<file path="config.mk">
export PLATFORM = sky130hd
export DESIGN_NAME = ais_cell
export DESIGN_NICKNAME = d
export VERILOG_FILES = /design/src/hdl/ais_pkg.sv /design/src/hdl/ais_cell.sv
export SDC_FILE = /design/constraint.sdc
export NUM_CORES = 1
export LEC_CHECK = 0
export BUFFER_PORTS_ARGS = -buffer_cell sky130_fd_sc_hd__buf_2
export CORE_ASPECT_RATIO = 0.9
export CORE_MARGIN = 4
export CORE_UTILIZATION = 30
export CTS_CLUSTER_DIAMETER = 150
export DETAILED_ROUTE_END_ITERATION = 6
export GPL_ROUTABILITY_DRIVEN = 0
export SYNTH_ARGS = -nofsm -noshare
export SYNTH_HDL_FRONTEND = slang
export SYNTH_SLANG_ARGS = --single-unit
</file>
<file path="constraint.sdc">
create_clock -name i_clk -period 12.1 [get_ports i_clk]
set_input_delay 0.605 -clock i_clk [delete_from_list [all_inputs] [get_ports i_clk]]
set_output_delay 0.605 -clock i_clk [all_outputs]
set_load 0.05 [all_outputs]
</file>
<file path="src/hdl/ais_pkg.sv">
// ----------------------------------------------------------------------------
// ais_pkg
// Shared types and constants for the ascending integer sorter.
// ----------------------------------------------------------------------------
`default_nettype none

package ais_pkg;

    localparam int VALUE_W        = 32;
    localparam int CAPACITY_DEF   = 64;
    localparam int ELEM_WIDTH_DEF = 32;

    typedef enum logic {
        ST_COLLECT,
        ST_DRAIN
    } t_state;

    // per-cycle command broadcast to every cell of the chain
    typedef struct packed {
        logic insert;
        logic shift;
    } t_cell_ctl;

endpackage

`default_nettype wire

</file>
<file path="src/hdl/ais_cell.sv">
// ----------------------------------------------------------------------------
// ais_cell
// One slot of the insertion chain: holds one element and a valid bit.
// ----------------------------------------------------------------------------
`default_nettype none

module ais_cell #(
    parameter int ELEM_WIDTH = ais_pkg::ELEM_WIDTH_DEF
) (
    input  wire                      i_clk,
    input  wire                      i_rst_n,
    input  ais_pkg::t_cell_ctl       i_ctl,
    input  wire  [ELEM_WIDTH-1:0]    i_key,
    input  wire  [ELEM_WIDTH-1:0]    i_prev_val,
    input  wire                      i_prev_vld,
    input  wire  [ELEM_WIDTH-1:0]    i_next_val,
    input  wire                      i_next_vld,
    output logic [ELEM_WIDTH-1:0]    o_val,
    output logic                     o_vld
);
    import ais_pkg::*;

    logic [ELEM_WIDTH-1:0] r_val, n_val;
    logic                  r_vld, n_vld;
    logic                  w_key_lt_own;
    logic                  w_key_lt_prev;

    assign w_key_lt_own  = $signed(i_key) < $signed(r_val);
    assign w_key_lt_prev = $signed(i_key) < $signed(i_prev_val);

    always_comb begin
        n_val = r_val;
        n_vld = r_vld;
        if (i_ctl.insert) begin
            // chain stays sorted: larger neighbors move up one slot
            if (i_prev_vld && w_key_lt_prev) begin
                n_val = i_prev_val;
                n_vld = 1'b1;
            end else if ((!r_vld && i_prev_vld) || (r_vld && w_key_lt_own)) begin
                // an empty slot takes the key only right behind the filled part
                n_val = i_key;
                n_vld = 1'b1;
            end
        end else if (i_ctl.shift) begin
            n_val = i_next_val;
            n_vld = i_next_vld;
        end
    end

    always_ff @(posedge i_clk) begin
        if (!i_rst_n) begin
            r_vld <= 1'b0;
        end else begin
            r_vld <= n_vld;
        end
        r_val <= n_val;
    end

    assign o_val = r_val;
    assign o_vld = r_vld;

endmodule

`default_nettype wire

</file>
==> impl_metrics.tcl <==
set metrics [dict create \
    status "complete, no violations" \
    dr.pass1.iters 4 \
    synth.net_count 501 \
    cts_tree "built" \
    synth_cells 337 \
    post-place-ws_ns 8.54 \
    ys.warnings.count 0 \
    slowest_stage "o21ai_4" \
    dieArea_mm2 0.0126 \
    dpl.hpwl_mm 7.40 \
    synth_top_area_share_pct 29.5 \
    grt_max_degree 39 \
    async_reset_ff_share_pct 0 \
    synth_flop_cell "edfxtp_1" \
    cpPeakStageDelay_ns 0.84 \
    grt_usage_pct 14.3 \
    ant_nets 0 \
    cts-root-buf "clkbuf_16" \
    ctsHoldBuffers 0 \
    cts_setup_buffers 0 \
    io_buffer_count 134 \
    clock.fmax_mhz 312 \
    start_kind "primary input" \
    dp_cells 589 \
    instances_no_fill 597 \
    final-hold-violation-count 0 \
    viasPerCell 4.98 \
    finalSetupViolCount 0 \
    clk_path_buf_depth 2 \
    tightest_slew_ns 1.04 \
    wl_per_cell_um 15.2 \
    drv_cap 0 \
    rsz0062_at_grt "false" \
    antennaDiodeCount 0 \
    drtIter0Drc 95 \
    skew_ns 0.00541 \
    drc 0 \
    hp-class "flip-flop to flip-flop" \
    grt_pass1_wl_mm 14.6 \
    power_leakage_nw 2.11 \
    path_class "primary input to flip-flop" \
    path_delay_family "compound AO/OA/AOI/OAI gates" \
    critPathMaxFanout 32 \
    crit_chain "buf_2, ha_1, a21o_1, a221o_1, a221oi_1, o21ai_0, a21oi_1, xor2_1, o21ai_4" \
    critPathBufInv 1 \
    synth_edf_count 32 \
    vdd_ir_drop_max_uv 51.7 \
    worstPathArrival_ns 3.09 \
    fin_crit_sh_pct 26.5 \
    rows 35 \
    postCtsResizedCells 0 \
    coreArea_mm2 0.0104 \
    syn_area_mm2 0.00325 \
    post-route-util_pct 39.9 \
    clock_sinks 33 \
    clkSlewWorstSetupHoldPaths_ns 0.05 \
    grt_pass1_vias 3088 \
    timing.hold.ws_ns 0.580 \
    tns_ns 0 \
    grt_overflow_total 0 \
    die_h_um 107 \
    synth-seq-cells 33 \
    crit_path_end_kind "flip-flop" \
    netlist_top_cells_area "edfxtp_1, ha_1, a221o_1, inv_1, nor2b_1" \
    wl_mm 9.05 \
    htree_levels 2 \
    synth_seq_area_share_pct 30.1 \
    yosysTopAreaCell "edfxtp_1" \
    crit_required_ns 11.99 \
    powerDensity_mw_per_mm2 113 \
    drive_gt1_share_pct 31.8 \
    io_pins 135 \
    cts_buffers 5 \
    drv_slew 0 \
    synth_cell_types 43 \
    num_vias 2973 \
    clock_latency_ns 0.27 \
    syn_to_final_growth_pct 27.7 \
    layout.nets 631 \
    grt_antenna_before_repair 0 \
    avgSynthCellArea_um2 9.66 \
    slew_headroom_pct 30.1 \
    start_util_pct 31.2 \
    min_period_ns 3.20 \
    setup_slack_ns 8.90 \
    fp.dieW_um 118 \
]
[synth_stat cells, types with 2 or more instances]
cell type   n
inv_1      63
ha_1       62
a221o_1    33
nor2b_1    33
edfxtp_1   32
a21oi_1    18
nand2_1    18
o21ai_0    11
nand4_1     5
nor2_1      5
and4_1      4
a21o_1      3
a221oi_1    3
buf_2       3
buf_8       3
clkbuf_1    3
nand2b_1    3
nand3_1     3
nor3_1      3
o21a_1      3
a211oi_1    2
o211ai_1    2
o2bb2ai_1   2
[metal layers]
layer | GRT usage (%) | vias to the layer above | wire (µm)
li1 | - | 1509 | -
met1 | 17.8 | 1366 | 4180
met2 | 24.8 | 90 | 4240
met3 | 3.53 | 8 | 542
met4 | 3.60 | 0 | 85
met5 | 0 | - | 0
[flip-flops by register name (all words and copies together), names as in the netlist]
signal,flops
o_vld,1
o_val,32
[cell families after synthesis]
group | count (synthesis) | synth area share (%)
fa+ha+maj | 62 | 23.8
simple gates | 81 | 15.0
compound gates | 86 | 20.8
buf+inv | 74 | 9.92
xor+xnor | 1 | 0.269
flops | 33 | 30.1
[layout by cell type, fill, tap and decap left out, types with 2 or more instances in the layout]
| cell type | synthesis | final |
|---|---|---|
| buf_2 | 3 | 134 |
| nor3_1 | 3 | 3 |
| a221o_1 | 33 | 33 |
| o2bb2ai_1 | 2 | 2 |
| nor2_1 | 5 | 5 |
| o21a_1 | 3 | 3 |
| clkbuf_1 | 3 | 3 |
| clkbuf_16 | 0 | 5 |
| inv_1 | 63 | 63 |
| nand3_1 | 3 | 3 |
| ha_1 | 62 | 62 |
| a21o_1 | 3 | 3 |
| and4_1 | 4 | 4 |
| a221oi_1 | 3 | 3 |
| nand2_1 | 18 | 18 |
| nand2b_1 | 3 | 3 |
| nor2b_1 | 33 | 33 |
| o211ai_1 | 2 | 2 |
| a21oi_1 | 18 | 18 |
| edfxtp_1 | 32 | 32 |
| o21ai_0 | 11 | 10 |
| nand4_1 | 5 | 5 |
| a211oi_1 | 2 | 2 |
[final timing paths]
kind / start / to / slack (ns) / cells past startpoint
worst max register to register: o_val[25]$_DFFE_PP_ / o_val[14]$_DFFE_PP_ / 8.94 / 9
worst min register to register: o_vld$_SDFFE_PN0P_ / o_vld$_SDFFE_PN0P_ / 0.58 / 1
worst min-delay path: o_vld$_SDFFE_PN0P_ / o_vld$_SDFFE_PN0P_ / 0.58 / 1
worst max-delay path: i_key[25] / o_val[14]$_DFFE_PP_ / 8.90 / 9
[power breakdown]
| part | switching, mW | total [mW] | internal (mW) | leakage [nW] |
|---|---|---|---|---|
| combinational | 0.126 | 0.192 | 0.0663 | 1.72 |
| clock | 0.0462 | 0.123 | 0.0766 | 0.0652 |
| sequential | 0.00796 | 0.155 | 0.147 | 0.324 |
[worst register-to-register path, cell delays in order, from the launching register on]
cell	delay, ns
edfxtp_1	0.40
inv_1	0.08
ha_1	0.24
a21o_1	0.18
a221o_1	0.32
a221oi_1	0.28
o21ai_0	0.13
a21oi_1	0.17
xor2_1	0.13
o21ai_4	0.84
[through the flow]
stage	total power [mW]	instance area (µm²)
global route	0.501	4160
global placement	0.348	4020
finish	0.470	4160
floorplan	0.292	3250
detailed placement	0.352	4020
CTS	0.477	4160
[cell type report]
class                   count  area, µm²
clock buffers               8        136
fillers                  1054       6270
inverters                  63        236
multi-input cells         230       1970
flip-flops and latches     33        981
well taps                 129        161
repair buffers            134        671
No activity file was read; power rests on OpenSTA's default activity.
